File: config.mk
export PLATFORM = sky130hd
export DESIGN_NAME = arma_seg_mul
export DESIGN_NICKNAME = d
export VERILOG_FILES = /design/src/rtl/arma_seg_pkg.sv /design/src/rtl/arma_seg_mul.sv
export SDC_FILE = /design/constraint.sdc
export NUM_CORES = 2
export LEC_CHECK = 0
export BUFFER_PORTS_ARGS = -buffer_cell sky130_fd_sc_hd__buf_4
export CAP_MARGIN = 10
export CORE_UTILIZATION = 65
export DETAILED_ROUTE_END_ITERATION = 7
export HOLD_SLACK_MARGIN = 0.15
export PLACE_DENSITY_LB_ADDON = 0.25
export SETUP_SLACK_MARGIN = 0.02
export SYNTH_ARGS = -nofsm -noshare
export SYNTH_HDL_FRONTEND = slang
export SYNTH_SLANG_ARGS = --single-unit
File: constraint.sdc
create_clock -name clk -period 11 [get_ports clk]
set_clock_uncertainty 0.1 [all_clocks]
set_input_delay 0 -clock clk [delete_from_list [all_inputs] [get_ports clk]]
set_output_delay 0 -clock clk [all_outputs]
set_load 0.01 [all_outputs]
File: src/rtl/arma_seg_pkg.sv
// Shared types and constants of the ARMA segment likelihood unit.
package arma_seg_pkg;

    localparam int DEF_MAX_AR = 4;
    localparam int DEF_MAX_MA = 4;
    localparam int DEF_COUNT_BITS = 32;

    localparam int SAMPLE_W = 32;
    localparam int COEF_W = 18;
    localparam int ORD_W = 3;
    localparam int SLOT_W = 3;
    localparam int NLL_W = 64;
    // Running AR/MA sum at Q.32 with headroom for sixteen lags of each kind.
    localparam int ACC_W = 56;
    localparam int MUL_W = 33;
    localparam int PROD_W = 2 * MUL_W;

    // Configuration register indexes.
    localparam logic [2:0] REG_AR_ORDER = 3'd0;
    localparam logic [2:0] REG_MA_ORDER = 3'd1;
    localparam logic [2:0] REG_HALF_INV_VAR = 3'd2;
    localparam logic [2:0] REG_LOG_TERM = 3'd3;

    // Item kinds carried in tuser.
    localparam logic FUNC_SAMPLE = 1'b0;
    localparam logic FUNC_LOAD = 1'b1;

    typedef enum logic [3:0] {
        ST_IDLE,
        ST_SUM,
        ST_RES,
        ST_SQR,
        ST_ACC,
        ST_M_LO,
        ST_M_HI,
        ST_M_SQH,
        ST_M_SQL,
        ST_COMB,
        ST_OUT
    } state_t;

    // Control broadcast from the sequencer to every lag cell.
    typedef struct packed {
        logic shift;
        logic clear;
        logic load_ar;
        logic load_ma;
        logic [1:0] lag;
        logic signed [COEF_W-1:0] coef;
        logic [ORD_W-1:0] p;
        logic [ORD_W-1:0] q;
    } cell_ctrl_t;

endpackage

File: src/rtl/arma_seg_mul.sv
// Shared signed 33 by 33 multiplier with a registered product.
module arma_seg_mul (
    input  logic clk,
    input  logic signed [arma_seg_pkg::MUL_W-1:0] a,
    input  logic signed [arma_seg_pkg::MUL_W-1:0] b,
    output logic signed [arma_seg_pkg::PROD_W-1:0] prod
);
    import arma_seg_pkg::*;

    logic signed [PROD_W-1:0] prod_reg;

    // One product per cycle, taken by the sequencer in the cycle after its operands.
    always_ff @(posedge clk)
    begin
        prod_reg <= a * b;
    end

    assign prod = prod_reg;

endmodule

==> run summary <==
num rows -> 91
total negative slack -> 0 ns
Place WS -> 2.80 ns
# resized after CTS -> 0
max FFs per register -> 66
CTS Buffer Depth -> 2
GP Congestion -> 0.991
post-synth top area cell -> fa_1
Layout Nets -> 5,694
Slew headroom -> 27.0%
share of cells above drive strength 1 -> 4.40%
TritonCTS Buffers -> 9
synth cell count leaders -> 1,145 x fa_1, 1,131 x inv_1, 562 x and2_1
pin count of the biggest net entering global routing -> 34
status -> finished clean
die height -> 252 µm
TritonCTS clock tree -> yes
async set or reset register ratio after synthesis -> 0%
Final Cycle Share -> 76.2%
cells after synthesis -> 4,338
vias in the first global route -> 32,400
EDFF count, synth -> 0
min-delay worst type -> input pin to flop
clk root buf -> clkbuf_16
post-synth net total -> 5,767
via/cell ratio -> 5.68
sequential area share after synthesis -> 3.24%
max-slew violation count -> 0
Max Cap Violations -> 0
RSZ-0062 raised after global routing -> false
top_reg_cell synth -> dfxtp_1
Final ANT Viol Nets -> 0
critical path data arrival time -> 8.59 ns
DR pass1 iterations -> 6
final setup violation count -> 0
fin area -> 42,300 µm²
Total GRT Usage -> 36.5%
wirelength, routed -> 108,000 µm
DR vias -> 29,000
initial antenna violation count -> 1
post-synth top area share -> 56.3%
Final WS setup -> 2.62 ns
Final min period -> 8.38 ns
Initial Utilization -> 65.9%
Setup crit start kind -> input pin
crit path capture -> prod[59]
IO Port Bufs -> 132
Layout area overhead -> 3.77%
CP required -> 11.21 ns
CTS Sinks -> 66
Die Wd -> 252 µm
crit path kind -> input pin to flop
CTS H-tree depth -> 3
Synth Cell Area -> 40,700 µm²
I/O pins -> 133
average routed wire per standard cell -> 21.1 µm
Clock transition at path regs -> 0.07 ns
placed instance area -> 41,900 µm²
Iter 0 DRT Violations -> 2,069
crit path max fanout -> 33
Synth cell types -> 80
Core ar. -> 61,800 µm²
syn avg cell area -> 9.39 µm²
die area -> 63,700 µm²
GRT Residual Overflow -> 0
drt drc -> 0
Max Clock Freq -> 119 MHz
Critical Path Sink Type -> flop
count leader, synth -> fa_1
DPL Wire Length -> 86,100 µm
synth top area cells -> fa_1 56%, inv_1 10%, and2_1 8.6%, ha_1 6.7%, nand2_1 5.1%
Worst-Margin Slew -> 1.09 ns
Hold Violations, Final -> 0
first-pass GRT wire length -> 175,000 µm
Yosys Warn Count -> 0
Yosys reg bits -> 66
fillers -> 4,907
CP Launch Point -> b[0]
[per-layer routing]
layer  up-vias  track usage, %  routed length [µm]
li1      12200               -                   -
met1     15100            44.5               38600
met2      1315            60.3               52800
met3       410            6.60                8330
met4         0            23.6                7800
met5         -               0                   0
[worst max-delay path, stage by stage]
cell and delay [ns]:
dlygate4sd3_1 0.54, buf_4 0.32, nand2_1 0.15, inv_1 0.15, fa_1 0.49, fa_1 0.63
fa_1 0.69, fa_1 1.33, fa_1 0.59, fa_1 0.54, fa_1 0.51, inv_1 0.05
fa_1 0.48, inv_1 0.05, ha_1 0.34, and2_1 0.19, and3_1 0.21, nand4_1 0.11
nor4_1 0.47, a21oi_4 0.22, o31ai_2 0.32, xor2_1 0.18
[repair_timing]
action | 4_1_cts | 5_1_grt
buffers inserted | 0 | 0
hold buffers | 2 | 0
hold endpoints to repair | 2 | 0
[cells by family (layout without fill, tap and decap cells)]
family / after synthesis / after routing / share of synthesized area, %
buffers and inverters: 1352 / 1284 / 12.5
XOR/XNOR: 68 / 68 / 1.46
AND/OR/NAND/NOR: 1271 / 1271 / 15.8
other: 0 / 1 / 0
AO/OA/AOI/OAI: 219 / 219 / 4.07
flip-flops: 66 / 66 / 3.24
adder cells (fa/ha/maj): 1362 / 1362 / 62.9
[how the worst min path moves through the flow]
stage / to / cells past startpoint / slack [ns] / from
6_report: prod[1] / 3 / 0.16 / b[1]
5_1_grt: prod[1] / 3 / 0.19 / b[1]
4_1_cts: prod[1] / 3 / 0.15 / b[1]
3_5_place_dp: prod[0] / 1 / 0.29 / prod[0]
3_3_place_gp: prod[0] / 1 / 0.29 / prod[0]
2_1_floorplan: prod[0] / 1 / 0.03 / a[0]
[cell type report]
| class | instances | area [µm²] | share of cell area [%] |
|---|---|---|---|
| diodes | 1 | 2.50 | 0.00592 |
| clock buffers | 9 | 225 | 0.533 |
| clock inverters | 7 | 76.3 | 0.181 |
| inverters | 1131 | 4250 | 10.0 |
| multi-input cells | 2920 | 34300 | 81.2 |
| flip-flops and latches | 66 | 1320 | 3.13 |
| well taps | 837 | 1050 | 2.48 |
| repair buffers | 137 | 1030 | 2.45 |
[placed cells by master (no fill, tap or decap), types with 6 or more instances in the layout]
master     instances
a211o_1            6
a211oi_1           7
a21o_1            36
a21oi_1           57
a31oi_1            8
and2_1           562
buf_4            135
clkbuf_16          9
dfxtp_1           66
fa_1            1145
ha_1             217
inv_1           1131
nand2_1          551
nand2b_1          12
nand3_1           25
nand4_1           11
nor2_1            68
nor3_1             7
o21a_1             6
o21ai_0           25
o21ai_1            6
o21bai_1          11
xnor2_1           43
xor2_1            25
[metrics by stage]
step	hold slack [ns]	cells	util [%]
5_1_grt	0.187	5107	68.4
6_report	0.156	5108	68.4
2_1_floorplan	0.0273	4338	-
4_1_cts	0.151	5107	68.4
3_3_place_gp	0.290	5089	67.8
3_5_place_dp	0.290	5089	67.8
Power is left out: the tool's default activity adds up to more than one toggle a clock period on the data nets, which glitch-free logic cannot reach.
