**src/rtl/arma_seg_pkg.sv**
```systemverilog
// Shared types and constants of the ARMA segment likelihood unit.
package arma_seg_pkg;

    localparam int DEF_MAX_AR = 4;
    localparam int DEF_MAX_MA = 4;
    localparam int DEF_COUNT_BITS = 32;

    localparam int SAMPLE_W = 32;
    localparam int COEF_W = 18;
    localparam int ORD_W = 3;
    localparam int SLOT_W = 3;
    localparam int NLL_W = 64;
    // Running AR/MA sum at Q.32 with headroom for sixteen lags of each kind.
    localparam int ACC_W = 56;
    localparam int MUL_W = 33;
    localparam int PROD_W = 2 * MUL_W;

    // Configuration register indexes.
    localparam logic [2:0] REG_AR_ORDER = 3'd0;
    localparam logic [2:0] REG_MA_ORDER = 3'd1;
    localparam logic [2:0] REG_HALF_INV_VAR = 3'd2;
    localparam logic [2:0] REG_LOG_TERM = 3'd3;

    // Item kinds carried in tuser.
    localparam logic FUNC_SAMPLE = 1'b0;
    localparam logic FUNC_LOAD = 1'b1;

    typedef enum logic [3:0] {
        ST_IDLE,
        ST_SUM,
        ST_RES,
        ST_SQR,
        ST_ACC,
        ST_M_LO,
        ST_M_HI,
        ST_M_SQH,
        ST_M_SQL,
        ST_COMB,
        ST_OUT
    } state_t;

    // Control broadcast from the sequencer to every lag cell.
    typedef struct packed {
        logic shift;
        logic clear;
        logic load_ar;
        logic load_ma;
        logic [1:0] lag;
        logic signed [COEF_W-1:0] coef;
        logic [ORD_W-1:0] p;
        logic [ORD_W-1:0] q;
    } cell_ctrl_t;

endpackage

```
**src/rtl/arma_seg_cell.sv**
```systemverilog
// One lag cell: holds a past sample, a past residual and their coefficients.
module arma_seg_cell #(
    parameter int IDX = 0,
    parameter bit HAS_AR = 1'b1,
    parameter bit HAS_MA = 1'b1
) (
    input  logic clk,
    input  logic rst_n,
    input  arma_seg_pkg::cell_ctrl_t ctrl,
    input  logic signed [arma_seg_pkg::SAMPLE_W-1:0] sample_in,
    input  logic signed [arma_seg_pkg::SAMPLE_W-1:0] resid_in,
    input  logic signed [arma_seg_pkg::ACC_W-1:0] acc_in,
    output logic signed [arma_seg_pkg::SAMPLE_W-1:0] sample_out,
    output logic signed [arma_seg_pkg::SAMPLE_W-1:0] resid_out,
    output logic signed [arma_seg_pkg::ACC_W-1:0] acc_out
);
    import arma_seg_pkg::*;

    localparam logic [4:0] IDX_V = 5'(IDX);

    logic signed [COEF_W-1:0] ar_coef_reg;
    logic signed [COEF_W-1:0] ma_coef_reg;
    logic signed [SAMPLE_W-1:0] sample_reg;
    logic signed [SAMPLE_W-1:0] resid_reg;
    logic signed [ACC_W-1:0] acc_reg;
    logic signed [ACC_W-1:0] acc_next;
    logic signed [COEF_W+SAMPLE_W-1:0] ar_prod;
    logic signed [COEF_W+SAMPLE_W-1:0] ma_prod;
    logic use_ar;
    logic use_ma;
    logic lag_hit;

    // This lag takes part only when it lies within the current orders.
    assign use_ar = HAS_AR && (IDX_V < {2'b00, ctrl.p});
    assign use_ma = HAS_MA && (IDX_V < {2'b00, ctrl.q});
    assign lag_hit = (5'(ctrl.lag) == IDX_V);

    // Subtract this lag's AR and MA terms from the sum passing by.
    assign ar_prod = ar_coef_reg * sample_reg;
    assign ma_prod = ma_coef_reg * resid_reg;

    always_comb
    begin
        acc_next = acc_in;
        if (use_ar)
        begin
            acc_next = acc_next - ACC_W'(ar_prod);
        end
        if (use_ma)
        begin
            acc_next = acc_next - ACC_W'(ma_prod);
        end
    end

    always_ff @(posedge clk)
    begin
        acc_reg <= acc_next;
    end

    // Coefficients survive segment ends.
    always_ff @(posedge clk or negedge rst_n)
    begin
        if (!rst_n)
        begin
            ar_coef_reg <= '0;
            ma_coef_reg <= '0;
        end
        else
        begin
            if (HAS_AR && ctrl.load_ar && lag_hit)
            begin
                ar_coef_reg <= ctrl.coef;
            end
            if (HAS_MA && ctrl.load_ma && lag_hit)
            begin
                ma_coef_reg <= ctrl.coef;
            end
        end
    end

    // Delay line taps move one cell along per sample.
    always_ff @(posedge clk or negedge rst_n)
    begin
        if (!rst_n)
        begin
            sample_reg <= '0;
            resid_reg <= '0;
        end
        else if (ctrl.clear)
        begin
            sample_reg <= '0;
            resid_reg <= '0;
        end
        else if (ctrl.shift)
        begin
            sample_reg <= sample_in;
            resid_reg <= resid_in;
        end
    end

    assign sample_out = sample_reg;
    assign resid_out = resid_reg;
    assign acc_out = acc_reg;

endmodule

```
**config.mk**
```make
export PLATFORM = sky130hd
export DESIGN_NAME = arma_seg_cell
export DESIGN_NICKNAME = d
export VERILOG_FILES = /design/src/rtl/arma_seg_pkg.sv /design/src/rtl/arma_seg_cell.sv
export SDC_FILE = /design/constraint.sdc
export NUM_CORES = 2
export LEC_CHECK = 0
export BUFFER_PORTS_ARGS = -buffer_cell sky130_fd_sc_hd__clkbuf_2
export CAP_MARGIN = 10
export CORE_MARGIN = 2
export CORE_UTILIZATION = 61
export CTS_CLUSTER_SIZE = 20
export DETAILED_ROUTE_END_ITERATION = 10
export PLACE_DENSITY = 0.76
export SYNTH_ARGS = -nofsm -noshare
export SYNTH_HDL_FRONTEND = slang
export SYNTH_SLANG_ARGS = --single-unit
```
**constraint.sdc**
```tcl
create_clock -name clk -period 11.9 [get_ports clk]
set_clock_uncertainty 0.1 [all_clocks]
set_input_delay 1.785 -clock clk [delete_from_list [all_inputs] [get_ports clk]]
set_output_delay 1.785 -clock clk [all_outputs]
set_load 0.005 [all_outputs]
```
==> flow_summary_export.csv <==
group,metric,value,unit
detailed_routing,top_layer,"met5",
synthesis,synth_top_area_share,49.1,%
detailed_routing,wl,135000,microns
synthesis,synth_area_leader_cell,"fa_1",
cts,postCtsSetupBuffers,0,
grt,antenna_found_initial,11,
sta,whs,0.675,ns
placement,io_buffers,271,
cts,ctsResizeCount,0,
sta,setup_violations,0,
grt,grt_pass1_vias,40700,
grt,grt_overflow,0,
cts,clock-sinks,156,
detailed_routing,vias,37300,
worst_setup_path,critPathLaunchType,"flip-flop",
cts,ctsHoldBuffers,0,
final_layout,area_growth,5.01,%
synthesis,synth_area_leaders,"fa_1 (49%), inv_1 (8.7%), ha_1 (6.8%), and2_1 (6.6%), nand2_1 (5.2%)",
sta,finalHoldViolations,0,
detailed_routing,drtIter0Drc,2481,
sta,fin_crit_sh,94.4,%
sta,timing.fmax,89.0,MHz
detailed_routing,wl_per_cell,20.6,microns
detailed_routing,route.met2.wl,65800,microns
die,start_util,61.4,%
sta,finalMaxSlewViolations,0,
cts,cts-buffers-inserted,17,
sta,rsz0062_at_grt,"false",
worst_setup_path,cpMostUsedCell,"fa_1",
synthesis,synth_edf_count,0,
synthesis,synth.distinct_cells,77,
grt,grt_pass1_wl,219000,microns
final_layout,largest_reg_flops,56,
synthesis,syn_area,0.0504,sq mm
worst_setup_path,crit_path_end_kind,"flip-flop",
sta,finalCriticalPeriod,11.24,ns
synthesis,avgSynthCellArea,9.26,sq um
worst_setup_path,slowest_delay,1.16,ns
synthesis,yosys_warnings,0,
placement,place_inst,6527,
die,die_area,0.0849,sq mm
sta,fin_tns_setup,0,ns
synthesis,syn-num-nets,7105,
detailed_routing,dr_wl_met3,10800,microns
synthesis,synthTopCellsByCount,"fa_1 (1236), inv_1 (1173), nand2_1 (697)",
detailed_routing,drc,0,
worst_setup_path,crit_arrival,11.60,ns
cts,cts_tree,"built",
final_layout,final_util,64.5,%
worst_setup_path,cp_max_fo,33,
grt,grt_use_total,33.8,%
detailed_routing,drtPass1Iterations,5,
grt,grt_max_degree,65,
die,fp.dieW,291,microns
worst_setup_path,critPathKind,"flip-flop to flip-flop",
die,ios,272,
detailed_routing,routed_via_density,5.69,
die,rows,105,
cts,clock_latency,0.53,ns
placement,dp_hpwl,108000,microns
cts,clkTransAtPathRegs,0.10,ns
die,core_area,0.0820,sq mm
synthesis,synthCells,5443,
detailed_routing,postRouteAntennaNets,0,
cts,cts-root-buf,"clkbuf_16",
final_layout,final_layout_size_suffix_gt1_share,7.89,%
synthesis,ys_ff_latch,156,
sta,relSlewSlack,14.4,%
die,die_h,291,microns
sta,tightest_slew,1.28,ns
detailed_routing,wl_met1,51100,microns
synthesis,synth_most_common_cell,"fa_1",
synthesis,seq_area_frac_synth,7.19,%
cts,cts_htree_levels,4,
worst_setup_path,cp_data_required_time,12.27,ns
synthesis,synthArstFlopShare,64.1,%
final_layout,instances_no_fill,6561,
job,max_cap_viol_count,0,
placement,place.gp.congestion,0.942,
synthesis,ys.flop_type,"dfrtp_1",
worst_setup_path,critPathSlowestCell,"dfrtp_1",
cts,cts_max_path_buffers,2,
final_layout,fin_nets,7138,
run_status,outcome,"completed",
hold_path,hold_path_class,"flip-flop to flip-flop",
stage by stage:
step | instance area, sq um | setup slack (ns)
after floorplan | 50400 | 2.41
after global placement | 52300 | 0.937
after detailed placement | 52300 | 0.869
after CTS | 52900 | 0.816
after global routing | 52900 | 0.113
final | 52900 | 0.664
critical path, delay by kind of cell, from the launching register on:
family / cells / cell delay, ns
fa+ha+maj: 10 / 4.73
xor+xnor: 3 / 0.45
simple gates: 7 / 1.70
compound gates: 10 / 2.78
buf+inv: 4 / 0.21
flops: 1 / 1.16
placed cells by master (no fill, tap or decap), types with 6 or more instances in the layout:
cell	count
o21ai_0	91
clkbuf_16	17
inv_1	1173
a21oi_1	182
clkbuf_2	269
nand2_1	697
mux2_2	59
xor2_1	45
and2_1	529
nor3_1	17
nor2_1	176
nor2b_1	68
a31oi_1	17
mux2i_1	69
nand3_1	19
ha_1	274
dfrtp_1	100
nand4_1	24
dfxtp_1	56
and3_1	18
o21bai_1	19
fa_1	1236
o21a_1	13
a21o_1	70
xnor2_1	69
o211ai_1	10
nand2b_1	8
buf_4	50
o21ai_1	7
a211o_1	6
layer usage:
layer	vias up	global-route usage, %
met5	-	0
met4	10	16.0
met3	398	5.82
met2	1558	56.5
met1	19200	43.1
li1	16200	-
logic make-up (layout without fill, tap and decap cells):
group,Yosys count,count (layout),synth area share [%]
AO/OA/AOI/OAI,471,471,5.83
XOR/XNOR,114,114,1.98
adder cells (fa/ha/maj),1510,1510,55.9
buffers and inverters,1478,1524,11.0
flip-flops,156,156,7.19
multiplexers,128,128,2.69
other,0,2,0
AND/OR/NAND/NOR,1586,1586,15.4
final cells by class:
cell class                      instances  area, sq um
Multi-Input combinational cell       3809        41200
Fill cell                            6814        29100
Inverter                             1173         4400
Sequential cell                       156         3620
Timing Repair Buffer                  319         1720
Tap cell                             1070         1340
Clock buffer                           17          425
Clock inverter                         15          165
Antenna cell                            2         5.00
final timing paths:
check                                     start         endpoint  slack (ns)  depth (start not counted)
max in group asynchronous                 rst_n   ma_coef_reg[0]        9.12                          2
worst max register to register   ar_coef_reg[7]      acc_out[55]        0.66                         34
min in group asynchronous                 rst_n   sample_out[23]        1.23                          1
worst min register to register  ma_coef_reg[13]  ma_coef_reg[13]        0.68                          1
worst min-delay path            ma_coef_reg[13]  ma_coef_reg[13]        0.68                          1
worst max-delay path             ar_coef_reg[7]      acc_out[55]        0.66                         34
Power is not shown: default switching activity piles up to over one toggle a cycle in this logic, so the estimate is an artifact.
